`src/rtl/flash_log_append_controller_top_assert.svh`:
```
// Assertion macros for the flash log append controller.
// Depends on clk and rst_n in the scope of the module that uses them.
`ifndef FLASH_LOG_APPEND_CONTROLLER_TOP_ASSERT_SVH
`define FLASH_LOG_APPEND_CONTROLLER_TOP_ASSERT_SVH
`ifndef SYNTH
// Check a property on every clock edge outside reset.
`define FLAC_ASSERT(lbl, prop, msg) \
    lbl: assert property (@(posedge clk) disable iff (!rst_n) (prop)) else $error(msg);
// Check that a condition implies a consequence in the same cycle.
`define FLAC_ASSERT_IMPL(lbl, pre, post, msg) \
    lbl: assert property (@(posedge clk) disable iff (!rst_n) (pre) |-> (post)) \
        else $error(msg);
`else
`define FLAC_ASSERT(lbl, prop, msg)
`define FLAC_ASSERT_IMPL(lbl, pre, post, msg)
`endif
`endif

```
`src/rtl/flac_pkg.sv`:
```
// Shared types and constants of the flash log append controller.
// No dependencies; used by flac_mod, the top module and the testbench.
`default_nettype none
package flac_pkg;

    localparam int ADDR_W      = 32;
    localparam int HANDLE_W    = 16;
    localparam int SECTOR_W    = 16;
    localparam int LEN_W       = 12;
    localparam int CFG_INDEX_W = 3;
    localparam int CFG_DATA_W  = 16;
    localparam int MAX_RESULTS = 32;
    localparam int RESULT_CNT_W = 6;

    // Configuration register indexes
    localparam logic [CFG_INDEX_W-1:0] CFG_LOGGING_ENABLE = 3'd0;
    localparam logic [CFG_INDEX_W-1:0] CFG_FLIGHT_NUMBER  = 3'd1;
    localparam logic [CFG_INDEX_W-1:0] CFG_START_SECTOR   = 3'd2;
    localparam logic [CFG_INDEX_W-1:0] CFG_TOTAL_SECTORS  = 3'd3;
    localparam logic [CFG_INDEX_W-1:0] CFG_PACKET_BYTES   = 3'd4;

    // Directory entry is a two byte write
    localparam logic [LEN_W-1:0] DIR_ENTRY_BYTES = 12'd2;

    typedef enum logic [1:0] {
        CMD_DIR_WRITE   = 2'd0,
        CMD_ERASE       = 2'd1,
        CMD_CHUNK_WRITE = 2'd2
    } cmd_t;

    typedef enum logic [2:0] {
        ST_IDLE,
        ST_CHECK,
        ST_DIR,
        ST_ERASE,
        ST_READ,
        ST_MOD,
        ST_FIRST,
        ST_SECOND
    } state_t;

    typedef struct packed {
        logic [HANDLE_W-1:0] packet_handle;
        logic                erase_done;
    } rec_item_t;

    typedef struct packed {
        cmd_t                command;
        logic [ADDR_W-1:0]   flash_address;
        logic [LEN_W-1:0]    chunk_length;
        logic [HANDLE_W-1:0] data_word;
        logic [LEN_W-1:0]    chunk_offset;
        logic                last;
    } flash_item_t;

endpackage
`default_nettype wire

```
`src/rtl/flac_ram.sv`:
```
// Generic single write port, single read port RAM with registered read.
// No dependencies.
`default_nettype none
module flac_ram #(
    parameter int WIDTH = 16,
    parameter int DEPTH = 16,
    parameter int AW    = (DEPTH > 1) ? $clog2(DEPTH) : 1
) (
    input  wire logic             clk,
    input  wire logic             we,
    input  wire logic [AW-1:0]    waddr,
    input  wire logic [WIDTH-1:0] wdata,
    input  wire logic             re,
    input  wire logic [AW-1:0]    raddr,
    output logic      [WIDTH-1:0] rdata
);

    logic [WIDTH-1:0] mem [DEPTH];

    // Write port
    always_ff @(posedge clk)
    begin
        if (we)
        begin
            mem[waddr] <= wdata;
        end
    end

    // Registered read, held between reads
    always_ff @(posedge clk)
    begin
        if (re)
        begin
            rdata <= mem[raddr];
        end
    end

endmodule
`default_nettype wire

```
`src/rtl/flac_mod.sv`:
```
// Registered page offset of a 32-bit address for a power-of-two page size.
// Depends on flac_pkg for the address width.
`default_nettype none
module flac_mod #(
    parameter int DIVISOR = 256,
    parameter int REM_W   = $clog2(DIVISOR)
) (
    input  wire logic                      clk,
    input  wire logic                      rst_n,
    input  wire logic                      start,
    input  wire logic [flac_pkg::ADDR_W-1:0] dividend,
    output logic                           done,
    output logic      [REM_W-1:0]          rem
);

    logic [REM_W-1:0]  rem_reg, rem_next;
    logic              done_reg, done_next;

    // Take the low address bits on start; the page size is a power of two
    always_comb
    begin
        done_next = start;
        if (start)
        begin
            rem_next = dividend[REM_W-1:0];
        end
        else
        begin
            rem_next = rem_reg;
        end
    end

    // Control state
    always_ff @(posedge clk or negedge rst_n)
    begin
        if (!rst_n)
        begin
            done_reg <= 1'b0;
        end
        else
        begin
            done_reg <= done_next;
        end
    end

    // Datapath
    always_ff @(posedge clk)
    begin
        rem_reg <= rem_next;
    end

    assign done = done_reg;
    assign rem  = rem_reg;

endmodule
`default_nettype wire

```
`src/rtl/flash_log_append_controller_top.sv`:
```
// Flash log append controller: config registers, sequencer and handle ring.
// Depends on flac_pkg, flac_ram, flac_mod and the assertion macro header.
//
//  channel   | direction | handshake                  | payload
//  ----------+-----------+----------------------------+-------------------
//  record    | in        | rec_valid / rec_stall      | rec (rec_item_t)
//  flash     | out       | flash_valid / flash_stall  | flash_cmd
//  config    | in        | cfg_write_en               | cfg_index, cfg_data
//
// A sector change holds rec_stall through the check, directory write and erase
// states. A drain runs a check state, then per record: a ring RAM read that also
// registers the page offset, a split state, then one or two command states.
// flash_stall on a full output register holds the command state. Reset leaves
// the ring RAM undefined; no clearing pass is run. rec_stall stays high until
// every command of the record has gone to the output register.
`default_nettype none
module flash_log_append_controller_top #(
    parameter int SECTOR_BYTES   = 4096,
    parameter int PAGE_BYTES     = 256,
    parameter int RING_DEPTH     = 16,
    parameter int METADATA_PAGES = 2
) (
    input  wire logic                              clk,
    input  wire logic                              rst_n,
    input  wire logic                              rec_valid,
    output logic                                   rec_stall,
    input  wire flac_pkg::rec_item_t               rec,
    output logic                                   flash_valid,
    input  wire logic                              flash_stall,
    output flac_pkg::flash_item_t                  flash_cmd,
    input  wire logic                              cfg_write_en,
    input  wire logic [flac_pkg::CFG_INDEX_W-1:0]  cfg_index,
    input  wire logic [flac_pkg::CFG_DATA_W-1:0]   cfg_data
);
    import flac_pkg::*;
    `include "flash_log_append_controller_top_assert.svh"

    localparam int HEAD_W  = (RING_DEPTH > 1) ? $clog2(RING_DEPTH) : 1;
    localparam int CNT_W   = $clog2(RING_DEPTH + 1);
    localparam int PSUM_W  = CNT_W + 1;
    localparam int LIM_W   = SECTOR_W + 1 + $clog2(SECTOR_BYTES + 1);
    localparam int CMP_W   = (LIM_W > ADDR_W) ? LIM_W : ADDR_W;
    localparam int REM_W   = $clog2(PAGE_BYTES);
    localparam int OFF_W   = (REM_W > LEN_W) ? REM_W : LEN_W;
    localparam logic [ADDR_W-1:0] META_BYTES = ADDR_W'(METADATA_PAGES * PAGE_BYTES);
    localparam logic [ADDR_W-1:0] SECTOR_SIZE = ADDR_W'(SECTOR_BYTES);

    // Configuration registers
    logic                logging_enable_reg;
    logic [HANDLE_W-1:0] flight_number_reg;
    logic [SECTOR_W-1:0] total_sectors_reg;
    logic [LEN_W-1:0]    packet_bytes_reg;

    // Control state
    state_t              state_reg, state_next;
    logic [SECTOR_W-1:0] sector_reg, sector_next;
    logic [ADDR_W-1:0]   waddr_reg, waddr_next;
    logic                erase_busy_reg, erase_busy_next;
    logic [HEAD_W-1:0]   head_reg, head_next;
    logic [CNT_W-1:0]    count_reg, count_next;
    logic [RESULT_CNT_W-1:0] n_reg, n_next;
    logic                out_valid_reg, out_valid_next;

    // Datapath registers
    logic [LIM_W-1:0]    limit_reg, limit_next;
    logic [LEN_W-1:0]    first_reg, first_next;
    logic [LEN_W-1:0]    second_reg, second_next;
    flash_item_t         out_reg, out_next;

    // Combinational helpers
    logic                accept, active, slot_free, load_out, more;
    logic [PSUM_W-1:0]   head_plus, tail_sum;
    logic [HEAD_W-1:0]   head_inc, head_eff, tail;
    logic [CNT_W-1:0]    count_eff, count_dec;
    logic [RESULT_CNT_W-1:0] n_inc;
    logic [ADDR_W-1:0]   end_addr;
    logic [OFF_W-1:0]    rem_ext;
    logic                ram_we, ram_re;
    logic [HANDLE_W-1:0] ram_rdata;
    logic                mod_start, mod_done;
    logic [REM_W-1:0]    mod_rem;

    assign accept    = rec_valid && !rec_stall;
    assign active    = logging_enable_reg && (sector_reg < total_sectors_reg);
    assign slot_free = !out_valid_reg || !flash_stall;
    assign end_addr  = waddr_reg + ADDR_W'(packet_bytes_reg);
    assign rem_ext   = OFF_W'(mod_rem);
    assign n_inc     = n_reg + RESULT_CNT_W'(1);

    // Ring pointer arithmetic: wrap at the ring depth
    always_comb
    begin
        head_plus = PSUM_W'(head_reg) + PSUM_W'(1);
        if (head_plus >= PSUM_W'(RING_DEPTH))
        begin
            head_inc = '0;
        end
        else
        begin
            head_inc = HEAD_W'(head_plus);
        end
        if (count_reg >= CNT_W'(RING_DEPTH))
        begin
            head_eff  = head_inc;
            count_eff = CNT_W'(RING_DEPTH - 1);
        end
        else
        begin
            head_eff  = head_reg;
            count_eff = count_reg;
        end
        tail_sum = PSUM_W'(head_eff) + PSUM_W'(count_eff);
        if (tail_sum >= PSUM_W'(RING_DEPTH))
        begin
            tail = HEAD_W'(tail_sum - PSUM_W'(RING_DEPTH));
        end
        else
        begin
            tail = HEAD_W'(tail_sum);
        end
        count_dec = count_reg - CNT_W'(1);
    end

    // Sequencer: next state and command generation
    always_comb
    begin
        state_next      = state_reg;
        sector_next     = sector_reg;
        waddr_next      = waddr_reg;
        erase_busy_next = erase_busy_reg;
        head_next       = head_reg;
        count_next      = count_reg;
        n_next          = n_reg;
        limit_next      = limit_reg;
        first_next      = first_reg;
        second_next     = second_reg;
        out_next        = out_reg;
        load_out        = 1'b0;
        ram_we          = 1'b0;
        ram_re          = 1'b0;
        mod_start       = 1'b0;
        more            = 1'b0;
        rec_stall       = (state_reg != ST_IDLE);

        case (state_reg)
            ST_IDLE:
            begin
                // Store the handle, then either track the erase or start work
                if (accept && active)
                begin
                    ram_we     = 1'b1;
                    head_next  = head_eff;
                    count_next = count_eff + CNT_W'(1);
                    if (erase_busy_reg)
                    begin
                        erase_busy_next = !rec.erase_done;
                    end
                    else
                    begin
                        limit_next = (LIM_W'(sector_reg) + LIM_W'(1)) * LIM_W'(SECTOR_BYTES);
                        n_next     = '0;
                        state_next = ST_CHECK;
                    end
                end
            end
            ST_CHECK:
            begin
                // Record end at or beyond the end of this sector: advance to the next one
                if (CMP_W'(end_addr) >= CMP_W'(limit_reg))
                begin
                    sector_next = sector_reg + SECTOR_W'(1);
                    state_next  = ST_DIR;
                end
                else
                begin
                    state_next = ST_READ;
                end
            end
            ST_DIR:
            begin
                if (slot_free)
                begin
                    load_out               = 1'b1;
                    out_next.command       = CMD_DIR_WRITE;
                    out_next.flash_address = ADDR_W'({sector_reg, 1'b0});
                    out_next.chunk_length  = DIR_ENTRY_BYTES;
                    out_next.data_word     = flight_number_reg;
                    out_next.chunk_offset  = '0;
                    out_next.last          = 1'b0;
                    state_next             = ST_ERASE;
                end
            end
            ST_ERASE:
            begin
                if (slot_free)
                begin
                    load_out               = 1'b1;
                    out_next.command       = CMD_ERASE;
                    out_next.flash_address = ADDR_W'(sector_reg) * SECTOR_SIZE;
                    out_next.chunk_length  = '0;
                    out_next.data_word     = '0;
                    out_next.chunk_offset  = '0;
                    out_next.last          = 1'b1;
                    erase_busy_next        = 1'b1;
                    state_next             = ST_IDLE;
                end
            end
            ST_READ:
            begin
                // Fetch the oldest handle and start the page remainder
                ram_re     = 1'b1;
                mod_start  = 1'b1;
                state_next = ST_MOD;
            end
            ST_MOD:
            begin
                // Split at the page holding the record end
                if (mod_done)
                begin
                    if (rem_ext >= OFF_W'(packet_bytes_reg))
                    begin
                        second_next = '0;
                    end
                    else
                    begin
                        second_next = LEN_W'(rem_ext);
                    end
                    first_next = packet_bytes_reg - second_next;
                    state_next = ST_FIRST;
                end
            end
            ST_FIRST:
            begin
                if (slot_free)
                begin
                    more = (count_dec != '0) && (n_inc <= RESULT_CNT_W'(MAX_RESULTS - 2));
                    load_out               = 1'b1;
                    out_next.command       = CMD_CHUNK_WRITE;
                    out_next.flash_address = waddr_reg;
                    out_next.chunk_length  = first_reg;
                    out_next.data_word     = ram_rdata;
                    out_next.chunk_offset  = '0;
                    out_next.last          = (second_reg == '0) && !more;
                    head_next              = head_inc;
                    count_next             = count_dec;
                    n_next                 = n_inc;
                    if (second_reg == '0)
                    begin
                        waddr_next = end_addr;
                        state_next = more ? ST_READ : ST_IDLE;
                    end
                    else
                    begin
                        state_next = ST_SECOND;
                    end
                end
            end
            ST_SECOND:
            begin
                if (slot_free)
                begin
                    more = (count_reg != '0) && (n_inc <= RESULT_CNT_W'(MAX_RESULTS - 2));
                    load_out               = 1'b1;
                    out_next.command       = CMD_CHUNK_WRITE;
                    out_next.flash_address = waddr_reg + ADDR_W'(first_reg);
                    out_next.chunk_length  = second_reg;
                    out_next.data_word     = ram_rdata;
                    out_next.chunk_offset  = first_reg;
                    out_next.last          = !more;
                    n_next                 = n_inc;
                    waddr_next             = end_addr;
                    state_next             = more ? ST_READ : ST_IDLE;
                end
            end
            default:
            begin
                state_next = ST_IDLE;
            end
        endcase

        // A start sector write reloads the position
        if (cfg_write_en && (cfg_index == CFG_START_SECTOR))
        begin
            sector_next = cfg_data;
            waddr_next  = ADDR_W'(cfg_data) * SECTOR_SIZE + META_BYTES;
        end

        // Output register: load on a new command, drop after transfer
        if (load_out)
        begin
            out_valid_next = 1'b1;
        end
        else if (!flash_stall)
        begin
            out_valid_next = 1'b0;
        end
        else
        begin
            out_valid_next = out_valid_reg;
        end
    end

    // Control registers
    always_ff @(posedge clk or negedge rst_n)
    begin
        if (!rst_n)
        begin
            state_reg      <= ST_IDLE;
            sector_reg     <= SECTOR_W'(1);
            waddr_reg      <= SECTOR_SIZE + META_BYTES;
            erase_busy_reg <= 1'b0;
            head_reg       <= '0;
            count_reg      <= '0;
            n_reg          <= '0;
            out_valid_reg  <= 1'b0;
        end
        else
        begin
            state_reg      <= state_next;
            sector_reg     <= sector_next;
            waddr_reg      <= waddr_next;
            erase_busy_reg <= erase_busy_next;
            head_reg       <= head_next;
            count_reg      <= count_next;
            n_reg          <= n_next;
            out_valid_reg  <= out_valid_next;
        end
    end

    // Configuration registers
    always_ff @(posedge clk or negedge rst_n)
    begin
        if (!rst_n)
        begin
            logging_enable_reg <= 1'b0;
            flight_number_reg  <= '0;
            total_sectors_reg  <= SECTOR_W'(1024);
            packet_bytes_reg   <= LEN_W'(200);
        end
        else if (cfg_write_en)
        begin
            case (cfg_index)
                CFG_LOGGING_ENABLE: logging_enable_reg <= cfg_data[0];
                CFG_FLIGHT_NUMBER:  flight_number_reg  <= cfg_data;
                CFG_TOTAL_SECTORS:  total_sectors_reg  <= cfg_data;
                CFG_PACKET_BYTES:   packet_bytes_reg   <= cfg_data[LEN_W-1:0];
                default:            ;
            endcase
        end
    end

    // Payload registers
    always_ff @(posedge clk)
    begin
        limit_reg  <= limit_next;
        first_reg  <= first_next;
        second_reg <= second_next;
        out_reg    <= out_next;
    end

    assign flash_valid = out_valid_reg;
    assign flash_cmd   = out_reg;

    // Handle ring storage
    flac_ram #(
        .WIDTH (HANDLE_W),
        .DEPTH (RING_DEPTH)
    ) u_ring (
        .clk   (clk),
        .we    (ram_we),
        .waddr (tail),
        .wdata (rec.packet_handle),
        .re    (ram_re),
        .raddr (head_reg),
        .rdata (ram_rdata)
    );

    // Page remainder of the record end address
    flac_mod #(
        .DIVISOR (PAGE_BYTES)
    ) u_mod (
        .clk      (clk),
        .rst_n    (rst_n),
        .start    (mod_start),
        .dividend (end_addr),
        .done     (mod_done),
        .rem      (mod_rem)
    );

    // Assertions
    `FLAC_ASSERT(a_count_bound, count_reg <= CNT_W'(RING_DEPTH), "ring count above depth")
    `FLAC_ASSERT(a_result_budget, n_reg <= RESULT_CNT_W'(MAX_RESULTS), "result budget exceeded")
    `FLAC_ASSERT_IMPL(a_no_overrun, load_out, !(out_valid_reg && flash_stall), "output overrun")
    `FLAC_ASSERT_IMPL(a_erase_start, $rose(erase_busy_reg), $past(state_reg == ST_ERASE), "erase flag set outside erase")
    `FLAC_ASSERT_IMPL(a_mod_wait, mod_done, state_reg == ST_MOD, "remainder done outside wait")

endmodule
`default_nettype wire

```
`config.mk`:
```
export PLATFORM = sky130hd
export DESIGN_NAME = flash_log_append_controller_top
export DESIGN_NICKNAME = d
export VERILOG_FILES = /design/src/rtl/flac_pkg.sv /design/src/rtl/flac_ram.sv /design/src/rtl/flac_mod.sv /design/src/rtl/flash_log_append_controller_top.sv
export VERILOG_INCLUDE_DIRS = /design/src /design/src/rtl
export SDC_FILE = /design/constraint.sdc
export NUM_CORES = 1
export LEC_CHECK = 0
export BUFFER_PORTS_ARGS = -buffer_cell sky130_fd_sc_hd__buf_2
export CORE_ASPECT_RATIO = 0.5
export CORE_UTILIZATION = 50
export CTS_CLUSTER_DIAMETER = 30
export DETAILED_ROUTE_END_ITERATION = 10
export GPL_TIMING_DRIVEN = 0
export PLACE_DENSITY = 0.67
export SYNTH_ARGS = -nofsm -noshare
export SYNTH_HDL_FRONTEND = slang
export SYNTH_SLANG_ARGS = --single-unit
```
`constraint.sdc`:
```
create_clock -name clk -period 15.2 [get_ports clk]
set_clock_uncertainty 0.2 [all_clocks]
set_input_delay 2.28 -clock clk [delete_from_list [all_inputs] [get_ports clk]]
set_output_delay 2.28 -clock clk [all_outputs]
set_load 0.02 [all_outputs]
```
# Word level (Yosys, flattened, before mapping)
# Memory sizes are Yosys's and may differ from the RTL's. A register that Yosys moved wholly into a read port is not among the register bits.
# Cells that the tools add are included.
# word_totals
register_bits	239
latch_bits	0
ram_bits	256
romBits	0
in_bits	41
wordCells	164
mem_count	1
# memory_table
name	depth	width	rd	rd_ports_with_merged_regs	write_ports	line_no	rtl
u_ring.mem	16	16	1	1	1	flac_ram.sv:18	logic [WIDTH-1:0] mem [DEPTH];
# op_classes
add_sub_neg	12
multipliers	0
div_mod_pow	0
order_cmp	7
eq_ne	23
n_shift	0
muxes	55
bitwise_logic	1
n_reduce_logical	42
# ops
op	n
$mux 75	4
$pmux 75 s4	1
$mux 32	4
$add 32x12->32	2
$pmux 32 s2	1
$mux 16	3
$mux 3	11
$ge 32x30->1	1
$add 28x10->29 const B	1
$mux 12	2
$pmux 3 s8	1
$mux 4	5
$mux 6	3
$add 16x1->17 const B	1
$add 16x1->16 const B	1
$lt 16x16->1	1
$eq 3x3->1 const B	5
$mux 5	3
$eq 3x2->1 const B	4
$ge 8x12->1	1
$logic_not 12->1	1
$mux 1	12
$ne 2x2->1 const B	6
$pmux 6 s2	1
other kinds (33)	65

# Depth between registers and ports, before layout
# Gate-level depths: netlist (run 1).
# depth
depth_word	8
mapped_depth	22
ltp_nobuf	20

# By module
# Synthesis (run 1) repeated with hierarchy kept, for this count alone.
# hier_totals
hier_cells	1799
area_unflattened_um2	23874.1
# by_module_without_submodules
module	instances	cells_each	area_per_inst_um2
flash_log_append_controller_top	1	1358	13405.4
flac_ram	1	432	10203.5
flac_mod	1	9	265.3

# Least setup slack after synthesis (run 1)
# Ideal clock, no wire load.
# synth_timing
kind	input to register
start	input port rec_valid
end	memory u_ring.mem[13][0], enable pin
setup_ns	0.430
t_arrival_ns	4.720
t_required_ns	14.570
slack_ns	9.850
cell_stages	7
path_buffers	2
path_cell_list	nand4b_1 -> a21oi_1 -> o21ai_0 -> a21o_1 -> clkbuf_1 -> buf_1 -> nor4_1
# synth_between
elab_chain_cells	6
# synth_lines
element	line_no	rtl
from (decl)	flash_log_append_controller_top.sv:25	input wire logic rec_valid,
$logic_and 1x1->1	flash_log_append_controller_top.sv:83	assign accept = rec_valid && !rec_stall;
$logic_and 1x1->1	flash_log_append_controller_top.sv:149	if (accept && active)
$mux 1	flash_log_append_controller_top.sv:149	
$mux 1	flash_log_append_controller_top.sv:145	case (state_reg)
$mux 1	flac_ram.sv:23	if (we)
$mux 1 (not written as such)	flac_ram.sv:25	mem[waddr] <= wdata;
to (decl)	flac_ram.sv:18	
# Every way passes these cells.

# Final worst setup path (run 1)
# layout_timing
start	register packet_bytes_reg[0]
end	register sector_reg[11]
# layout_between
elab_chain_cells	4
# layout_lines
element	line_no	rtl
from (decl)	flash_log_append_controller_top.sv:52	logic [LEN_W-1:0] packet_bytes_reg;
from (signal assigned)	flash_log_append_controller_top.sv:346	CFG_PACKET_BYTES: packet_bytes_reg <= cfg_data[LEN_W-1:0];
$add 32x12->32	flash_log_append_controller_top.sv:86	assign end_addr = waddr_reg + ADDR_W'(packet_bytes_reg);
$ge 32x30->1	flash_log_append_controller_top.sv:169	if (CMP_W'(end_addr) >= CMP_W'(limit_reg))
$reduce_bool 2->1 (no line)	n/a	
$reduce_and 2->1 (no line)	n/a	
to (signal assigned)	flash_log_append_controller_top.sv:320	sector_reg <= sector_next;
to (decl)	flash_log_append_controller_top.sv:56	logic [SECTOR_W-1:0] sector_reg, sector_next;
# Every way passes these cells.
# A chain may end at the register's enable or synchronous reset.

==> results of run 1 <==
==> where the power goes <==
| part | total (µW) | switching, µW | internal, µW | leakage [µW] |
|---|---|---|---|---|
| clock network | 1780 | 686 | 1090 | 0.00126 |
| registers | 1900 | 119 | 1780 | 0.00500 |
| logic | 1910 | 1200 | 709 | 0.00441 |
==> kinds of logic (layout without fill, tap and decap cells) <==
group | Yosys count | in the layout | synth area share (%)
mux | 143 | 143 | 10.2
buf+inv | 197 | 469 | 3.24
simple gates | 492 | 492 | 9.82
fa+ha+maj | 88 | 88 | 4.63
flops | 506 | 506 | 60.0
xor+xnor | 99 | 99 | 3.58
compound gates | 321 | 321 | 8.56
==> routing by layer <==
layer | up-vias | routed length, µm | global-route usage [%]
met5 | - | 0 | 0
met4 | 0 | 1930 | 8.48
met3 | 132 | 5230 | 5.46
met2 | 752 | 30300 | 42.4
met1 | 8242 | 28700 | 38.1
li1 | 7401 | - | -
==> critical path: cells and delay by family, from the launching register on <==
kind            cells  cell delay (ns)
simple gates       10             2.37
compound gates      5             1.51
fa+ha+maj           3             1.03
buf+inv             3             0.54
flops               1             0.41
xor+xnor            1             0.15
==> per-stage QoR <==
stage	setup WS (ns)	hold slack, ns
after global placement	7.57	0.287
after global routing	8.72	0.324
final	8.88	0.303
after detailed placement	9.01	0.293
after floorplan	9.85	0.279
after CTS	8.97	0.304
==> layout make-up <==
class	instances	share of cell area, %
buffer	105	1.55
clock buffer	86	7.01
clock inverter	51	2.14
inverter	92	1.20
multi-input combinational	1143	31.4
sequential	506	51.0
tap	638	2.78
timing repair buffer	135	2.92
==> cells in the mapped netlist, types with 13 or more instances <==
master / number
sky130_fd_sc_hd__nor2_1: 121
sky130_fd_sc_hd__clkbuf_1: 76
sky130_fd_sc_hd__nand4_1: 26
sky130_fd_sc_hd__inv_1: 89
sky130_fd_sc_hd__mux4_2: 80
sky130_fd_sc_hd__a21o_1: 35
sky130_fd_sc_hd__dfrtp_1: 107
sky130_fd_sc_hd__xnor2_1: 71
sky130_fd_sc_hd__mux2i_1: 19
sky130_fd_sc_hd__mux2_2: 44
sky130_fd_sc_hd__nor3_1: 49
sky130_fd_sc_hd__o21ai_0: 79
sky130_fd_sc_hd__nor4_1: 17
sky130_fd_sc_hd__ha_1: 83
sky130_fd_sc_hd__nand3_1: 22
sky130_fd_sc_hd__and3_1: 30
sky130_fd_sc_hd__a31oi_1: 24
sky130_fd_sc_hd__edfxtp_1: 392
sky130_fd_sc_hd__a21oi_1: 77
sky130_fd_sc_hd__nand2_1: 155
sky130_fd_sc_hd__xor2_1: 27
sky130_fd_sc_hd__o22ai_1: 13
==> worst max path at each step <==
stage | startpoint | endpoint | slack (ns) | cells after the start
after global routing | packet_bytes_reg[0] | sector_reg[11] | 8.72 | 22
after floorplan | rec_valid | u_ring.mem[13][0] | 9.85 | 7
after global placement | rec_valid | u_ring.mem[12][4] | 7.57 | 8
final | packet_bytes_reg[0] | sector_reg[11] | 8.88 | 22
after detailed placement | packet_bytes_reg[0] | sector_reg[15] | 9.01 | 22
after CTS | packet_bytes_reg[0] | sector_reg[11] | 8.97 | 22
==> results.txt, run 1 <==
Outcome: complete, no violations
Slew HR: 20.4%
Setup violations, final: 0
Vias in the first global route: 15900
Count of hold-fix buffers inserted at cts: 0
Arrival time reported for the critical path endpoint: 6.63 ns
WS Path Type: flip-flop to flip-flop
Global-route total usage across every layer: 27.0%
Share of the synthesized area in the top cell type: 48.2%
Initial Utilization: 51.4%
TritonCTS Buffers: 75
Quantity of gates resized following cts: 0
Max Clk Rate: 158 MHz
Data required time of the worst path: 15.50 ns
Most frequent standard cell in the layout excluding fill and tap cells: sky130_fd_sc_hd__edfxtp_1
Cell leakage power: 0.0107 µW
Register-to-register path setup slack: 8.88 ns
Final routed DRC violation total: 0
Placement Cell Area: 26100 µm²
Global-route wire length before repair: 98.8 mm
Capturing point of the worst reg2reg path: sector_reg[11]
Number of endpoints with negative hold slack in the final report: 0
Design area: 28700 µm²
Filler Cells Inserted: 3723
Diode insertion count for antenna repair: 0
Origin of the critical flop-to-flop path: packet_bytes_reg[0]
Worst path slowest cell: sky130_fd_sc_hd__or4_1
Post-route clock period utilization: 41.6%
Number of register bits inferred by synthesis: 506
Level count of the clock H-tree: 3
Async set or reset register ratio after synthesis: 22.5%
Port buffer count: 117
Buffers from clock root to sink, at most: 3
Total number of clock tree sinks: 506
I/O pin total: 118
Minimum clock period: 6.32 ns
Number of DRC markers after the initial detailed-route iteration: 2008
Average wire length per cell after detail routing: 24.0 µm
Setup bufs post-CTS: 0
EDFF count, synth: 392
Critical Path Source Type: flip-flop
Max-capacitance violation count: 0
Flip-flop count of the largest register, all copies and words added: 256
Gr ovfl total: 0
Die X-Extent: 314 µm
Avg Inst Size Synth: 13.2 µm²
Final-layout setup total negative slack: 0 ns
Power density normalized to cell area: 194 nW/µm²
Hold-critical path endpoint: total_sectors_reg[7]
Yosys warning count: 0
Register clock-pin slew on the reported worst setup and hold paths: 0.06 ns
Number of iterations in the first detailed-routing pass: 8
Net count after synthesis: 1974
Sequential fraction of the synthesis area: 60.0%
Most area-consuming cells after synthesis: sky130_fd_sc_hd__edfxtp_1, sky130_fd_sc_hd__dfrtp_1, sky130_fd_sc_hd__mux4_2, sky130_fd_sc_hd__ha_1, sky130_fd_sc_hd__xnor2_1
Area of the die: 49700 µm²
Final core utilization: 60.4%
Post-synth top area cell: sky130_fd_sc_hd__edfxtp_1
Highest-count cells in the layout ignoring fill and taps: sky130_fd_sc_hd__edfxtp_1, sky130_fd_sc_hd__nand2_1, sky130_fd_sc_hd__buf_2
Area of combinational cells with multiple inputs: 9020 µm²
GP Congestion: 0.966
Layout Nets: 2186
Worst min-delay path class: flip-flop to flip-flop
DP HPWL: 45.8 mm
R2R depth: 22
Number of max-slew violations in the final report: 0
Cells along the critical path: ha_1 -> fa_1 -> a211oi_2 -> o21ai_1 -> a31oi_1 -> o21a_1 -> nor2_1 -> nand2_1 -> nor2_1 -> xor2_1 -> ha_1 -> nand3_1 -> nor3_1 -> nand4b_1 -> nor4_1 -> nand4_1 -> or4_1 -> buf_2 -> and3_1 -> buf_6 -> buf_8 -> a311oi_2
Filler-free cell count of the finished design: 2756
Antenna violations before repair: 0
Number of distinct standard cells referenced by the synthesized netlist: 85
Overall via count from detail_route: 16500
Netlist area before placement: 24400 µm²
Count of antenna-violating nets left after detailed routing: 0
Unrepaired setup endpoints after global routing: false
VDD IR max: 0.0876 mV
Vertical die dimension: 158 µm
DP Cell Count: 2619
Worst-path fanout max: 10
Area inside the core boundary: 47500 µm²
Syn Inst Count: 1846
Most frequently used flop master after synthesis: sky130_fd_sc_hd__edfxtp_1
Number of stages on the worst hold path: 1
Clk root buf: sky130_fd_sc_hd__clkbuf_16
Routed wire length: 66.1 mm
TritonCTS clock tree: yes
Area grow syn2layout: 17.7%
Delay of the slowest cell on the worst path: 0.52 ns
Fraction of layout instances using a drive strength above 1: 21.6%
Actual transition at the worst max-transition pin: 1.19 ns
Total power: 5580 µW
Vias per std cell: 6.00
Number of rows in the core area: 56
Min-delay src: total_sectors_reg[7]
Pin count of the biggest net entering global routing: 68
Flip-flop and latch area: 14600 µm²
Endpoint class of the critical path: flip-flop
Clock insertion delay at the later pin of the skew report: 0.61 ns
Note: power is estimated with default switching activity, not from simulation.
==> run 2: changes to the inputs <==
--- a/config.mk
+++ b/config.mk
@@ -6,13 +6,14 @@
 export SDC_FILE = /design/constraint.sdc
 export NUM_CORES = 1
 export LEC_CHECK = 0
+export ABC_AREA = 1
 export BUFFER_PORTS_ARGS = -buffer_cell sky130_fd_sc_hd__buf_2
 export CORE_ASPECT_RATIO = 0.5
 export CORE_UTILIZATION = 50
 export CTS_CLUSTER_DIAMETER = 30
 export DETAILED_ROUTE_END_ITERATION = 10
 export GPL_TIMING_DRIVEN = 0
-export PLACE_DENSITY = 0.67
+export PLACE_DENSITY = 0.7
 export SYNTH_ARGS = -nofsm -noshare
 export SYNTH_HDL_FRONTEND = slang
 export SYNTH_SLANG_ARGS = --single-unit
==> constraint.sdc (replaced) <==
create_clock -name clk -period 5.55 [get_ports clk]
set_clock_uncertainty 0.2 [all_clocks]
set_input_delay 0.8325 -clock clk [delete_from_list [all_inputs] [get_ports clk]]
set_output_delay 0.8325 -clock clk [all_outputs]
set_load 0.02 [all_outputs]
==> results.txt, run 2 <==
Outcome: complete, no violations
Met2 routed WL: 32.4 mm
Slew HR: 14.0%
Avg Inst Size Synth: 10.3 µm²
Vertical die dimension: 158 µm
TritonCTS clock tree: yes
Most frequently used flop master after synthesis: sky130_fd_sc_hd__edfxtp_1
Overall via count from detail_route: 18900
Flip-flop count of the largest register, all copies and words added: 256
Setup violations, final: 0
Critical Path Source Type: flip-flop
Register-to-register path setup slack: 1.25 ns
Post-route clock period utilization: 77.5%
Sequential fraction of the synthesis area: 60.3%
Most area-consuming cells after synthesis: sky130_fd_sc_hd__edfxtp_1, sky130_fd_sc_hd__dfrtp_1, sky130_fd_sc_hd__nand2_1, sky130_fd_sc_hd__o21ai_0, sky130_fd_sc_hd__ha_1
Total number of clock tree sinks: 506
Most common library cells after synthesis: sky130_fd_sc_hd__nand2_1, sky130_fd_sc_hd__edfxtp_1, sky130_fd_sc_hd__o21ai_0
Vias in the first global route: 18000
Diode insertion count for antenna repair: 0
Buffers from clock root to sink, at most: 3
Area grow syn2layout: 18.0%
Worst min-delay path class: flip-flop to flip-flop
Net count after synthesis: 2476
Number of DRC markers after the initial detailed-route iteration: 2549
Unrepaired setup endpoints after global routing: false
Minimum clock period: 4.30 ns
Area of the die: 49500 µm²
Register clock-pin slew on the reported worst setup and hold paths: 0.06 ns
Highest-count cells in the layout ignoring fill and taps: sky130_fd_sc_hd__nand2_1, sky130_fd_sc_hd__edfxtp_1, sky130_fd_sc_hd__o21ai_0
WS Path Type: flip-flop to flip-flop
DP HPWL: 50.5 mm
Arrival time reported for the critical path endpoint: 4.60 ns
Port buffer count: 117
Count of antenna-violating nets left after detailed routing: 0
Number of distinct standard cells referenced by the synthesized netlist: 51
Worst-path fanout max: 10
Async set or reset register ratio after synthesis: 22.5%
Share of the synthesized area in the top cell type: 48.5%
Syn Inst Count: 2348
Vias per std cell: 5.81
Post-synth top area cell: sky130_fd_sc_hd__edfxtp_1
Metal1 wirelength: 30.0 mm
Average wire length per cell after detail routing: 22.2 µm
Number of max-slew violations in the final report: 0
I/O pin total: 118
Yosys warning count: 0
Number of rows in the core area: 56
Setup bufs post-CTS: 0
Cell leakage power: 0.0116 µW
Antenna violations before repair: 1
Amount of wire on met3 after detailed routing: 7.43 mm
DR top layer: met5
Data required time of the worst path: 5.85 ns
Area inside the core boundary: 47400 µm²
Pin count of the biggest net entering global routing: 61
Final hold slack: 0.288 ns
Layout Nets: 2688
Netlist area before placement: 24300 µm²
Max Clk Rate: 233 MHz
Actual transition at the worst max-transition pin: 1.29 ns
Gr ovfl total: 0
Number of iterations in the first detailed-routing pass: 6
Initial Utilization: 51.3%
EDFF count, synth: 392
Dominant cell by count in the synthesized netlist: sky130_fd_sc_hd__nand2_1
Global-route wire length before repair: 108 mm
Count of hold-fix buffers inserted at cts: 1
Endpoint class of the critical path: flip-flop
Final routed DRC violation total: 0
Number of register bits inferred by synthesis: 506
Routed wire length: 72.5 mm
Die X-Extent: 314 µm
Clock insertion delay at the later pin of the skew report: 0.62 ns
Fraction of layout instances using a drive strength above 1: 14.1%
Max-capacitance violation count: 0
Final-layout setup total negative slack: 0 ns
Power density normalized to cell area: 518 nW/µm²
Level count of the clock H-tree: 3
Most frequent standard cell in the layout excluding fill and tap cells: sky130_fd_sc_hd__nand2_1
TritonCTS Buffers: 71
GP Congestion: 0.965
Number of endpoints with negative hold slack in the final report: 0
Clk root buf: sky130_fd_sc_hd__clkbuf_16
Quantity of gates resized following cts: 0
VDD IR max: 0.283 mV
Global-route total usage across every layer: 29.5%
==> run 2: kinds of logic (layout without fill, tap and decap cells) <==
| kind of cell | count (synthesis) | after routing | share of synthesized area (%) |
|---|---|---|---|
| simple gates | 872 | 872 | 15.8 |
| fa+ha+maj | 87 | 87 | 4.61 |
| buf+inv | 341 | 612 | 5.40 |
| flops | 506 | 506 | 60.3 |
| xor+xnor | 52 | 52 | 1.88 |
| mux | 1 | 1 | 0.0412 |
| compound gates | 489 | 489 | 12.0 |
==> run 2: through the flow <==
stage	instances	worst slack (ns)	power, µW	area [µm²]	util (%)
2_1_floorplan	2348	0.698	8240	24300	-
3_3_place_gp	3103	-1.04	9790	25700	54.2
3_5_place_dp	3124	1.34	9990	26100	55.2
4_1_cts	3257	1.29	14700	28700	60.5
5_1_grt	3257	0.953	15500	28700	60.5
6_report	3257	1.25	14800	28700	60.5
==> run 2: power by group <==
| group | leakage (µW) | switching, µW | internal (µW) | total, µW |
|---|---|---|---|---|
| Clock | 0.00121 | 1890 | 2870 | 4760 |
| Combinational | 0.00540 | 3450 | 1440 | 4890 |
| Sequential | 0.00503 | 412 | 4770 | 5180 |
| Total | 0.0116 | 5760 | 9070 | 14800 |
==> run 2: cell type report <==
cell class | count | area [µm²]
fill | 3887 | 18700
clock buffer | 76 | 1810
inverter | 243 | 912
sequential | 506 | 14600
buffer | 98 | 399
timing repair buffer | 139 | 1000
tap | 638 | 798
multi-input combinational | 1501 | 8390
clock inverter | 56 | 712
==> run 2: worst max-delay path, cell delays in order (launching register included) <==
cell                       delay [ns]
sky130_fd_sc_hd__dfrtp_1         0.44
sky130_fd_sc_hd__ha_1            0.30
sky130_fd_sc_hd__fa_1            0.50
sky130_fd_sc_hd__nand2_1         0.10
sky130_fd_sc_hd__nand3_1         0.09
sky130_fd_sc_hd__nand3_1         0.11
sky130_fd_sc_hd__nand2_1         0.10
sky130_fd_sc_hd__nand2_1         0.14
sky130_fd_sc_hd__nand2_2         0.15
sky130_fd_sc_hd__nand2_1         0.12
sky130_fd_sc_hd__xor2_1          0.21
sky130_fd_sc_hd__inv_1           0.07
sky130_fd_sc_hd__ha_1            0.27
sky130_fd_sc_hd__nand2_1         0.07
sky130_fd_sc_hd__o21ai_0         0.09
sky130_fd_sc_hd__nand3_1         0.07
sky130_fd_sc_hd__a21oi_1         0.06
sky130_fd_sc_hd__a211oi_1        0.33
sky130_fd_sc_hd__nor2_4          0.08
sky130_fd_sc_hd__nor2_4          0.17
sky130_fd_sc_hd__nand3_4         0.13
sky130_fd_sc_hd__buf_2           0.22
sky130_fd_sc_hd__nand3_1         0.10
sky130_fd_sc_hd__nand2_1         0.07
==> run 2: routing by layer <==
metal | vias to the layer above | track usage [%]
met5 | - | 0
met4 | 2 | 11.9
met3 | 186 | 6.44
met2 | 1027 | 46.0
met1 | 9029 | 40.2
li1 | 8670 | -
==> run 2: worst paths after layout <==
path / from / end / depth (start not counted)
min in group asynchronous: rst_n / packet_bytes_reg[9] / 2
min reg2reg: total_sectors_reg[15] / total_sectors_reg[15] / 2
max: packet_bytes_reg[0] / sector_reg[10] / 23
max reg2reg: packet_bytes_reg[0] / sector_reg[10] / 23
max in group asynchronous: rst_n / waddr_reg[12] / 3
min: total_sectors_reg[15] / total_sectors_reg[15] / 2
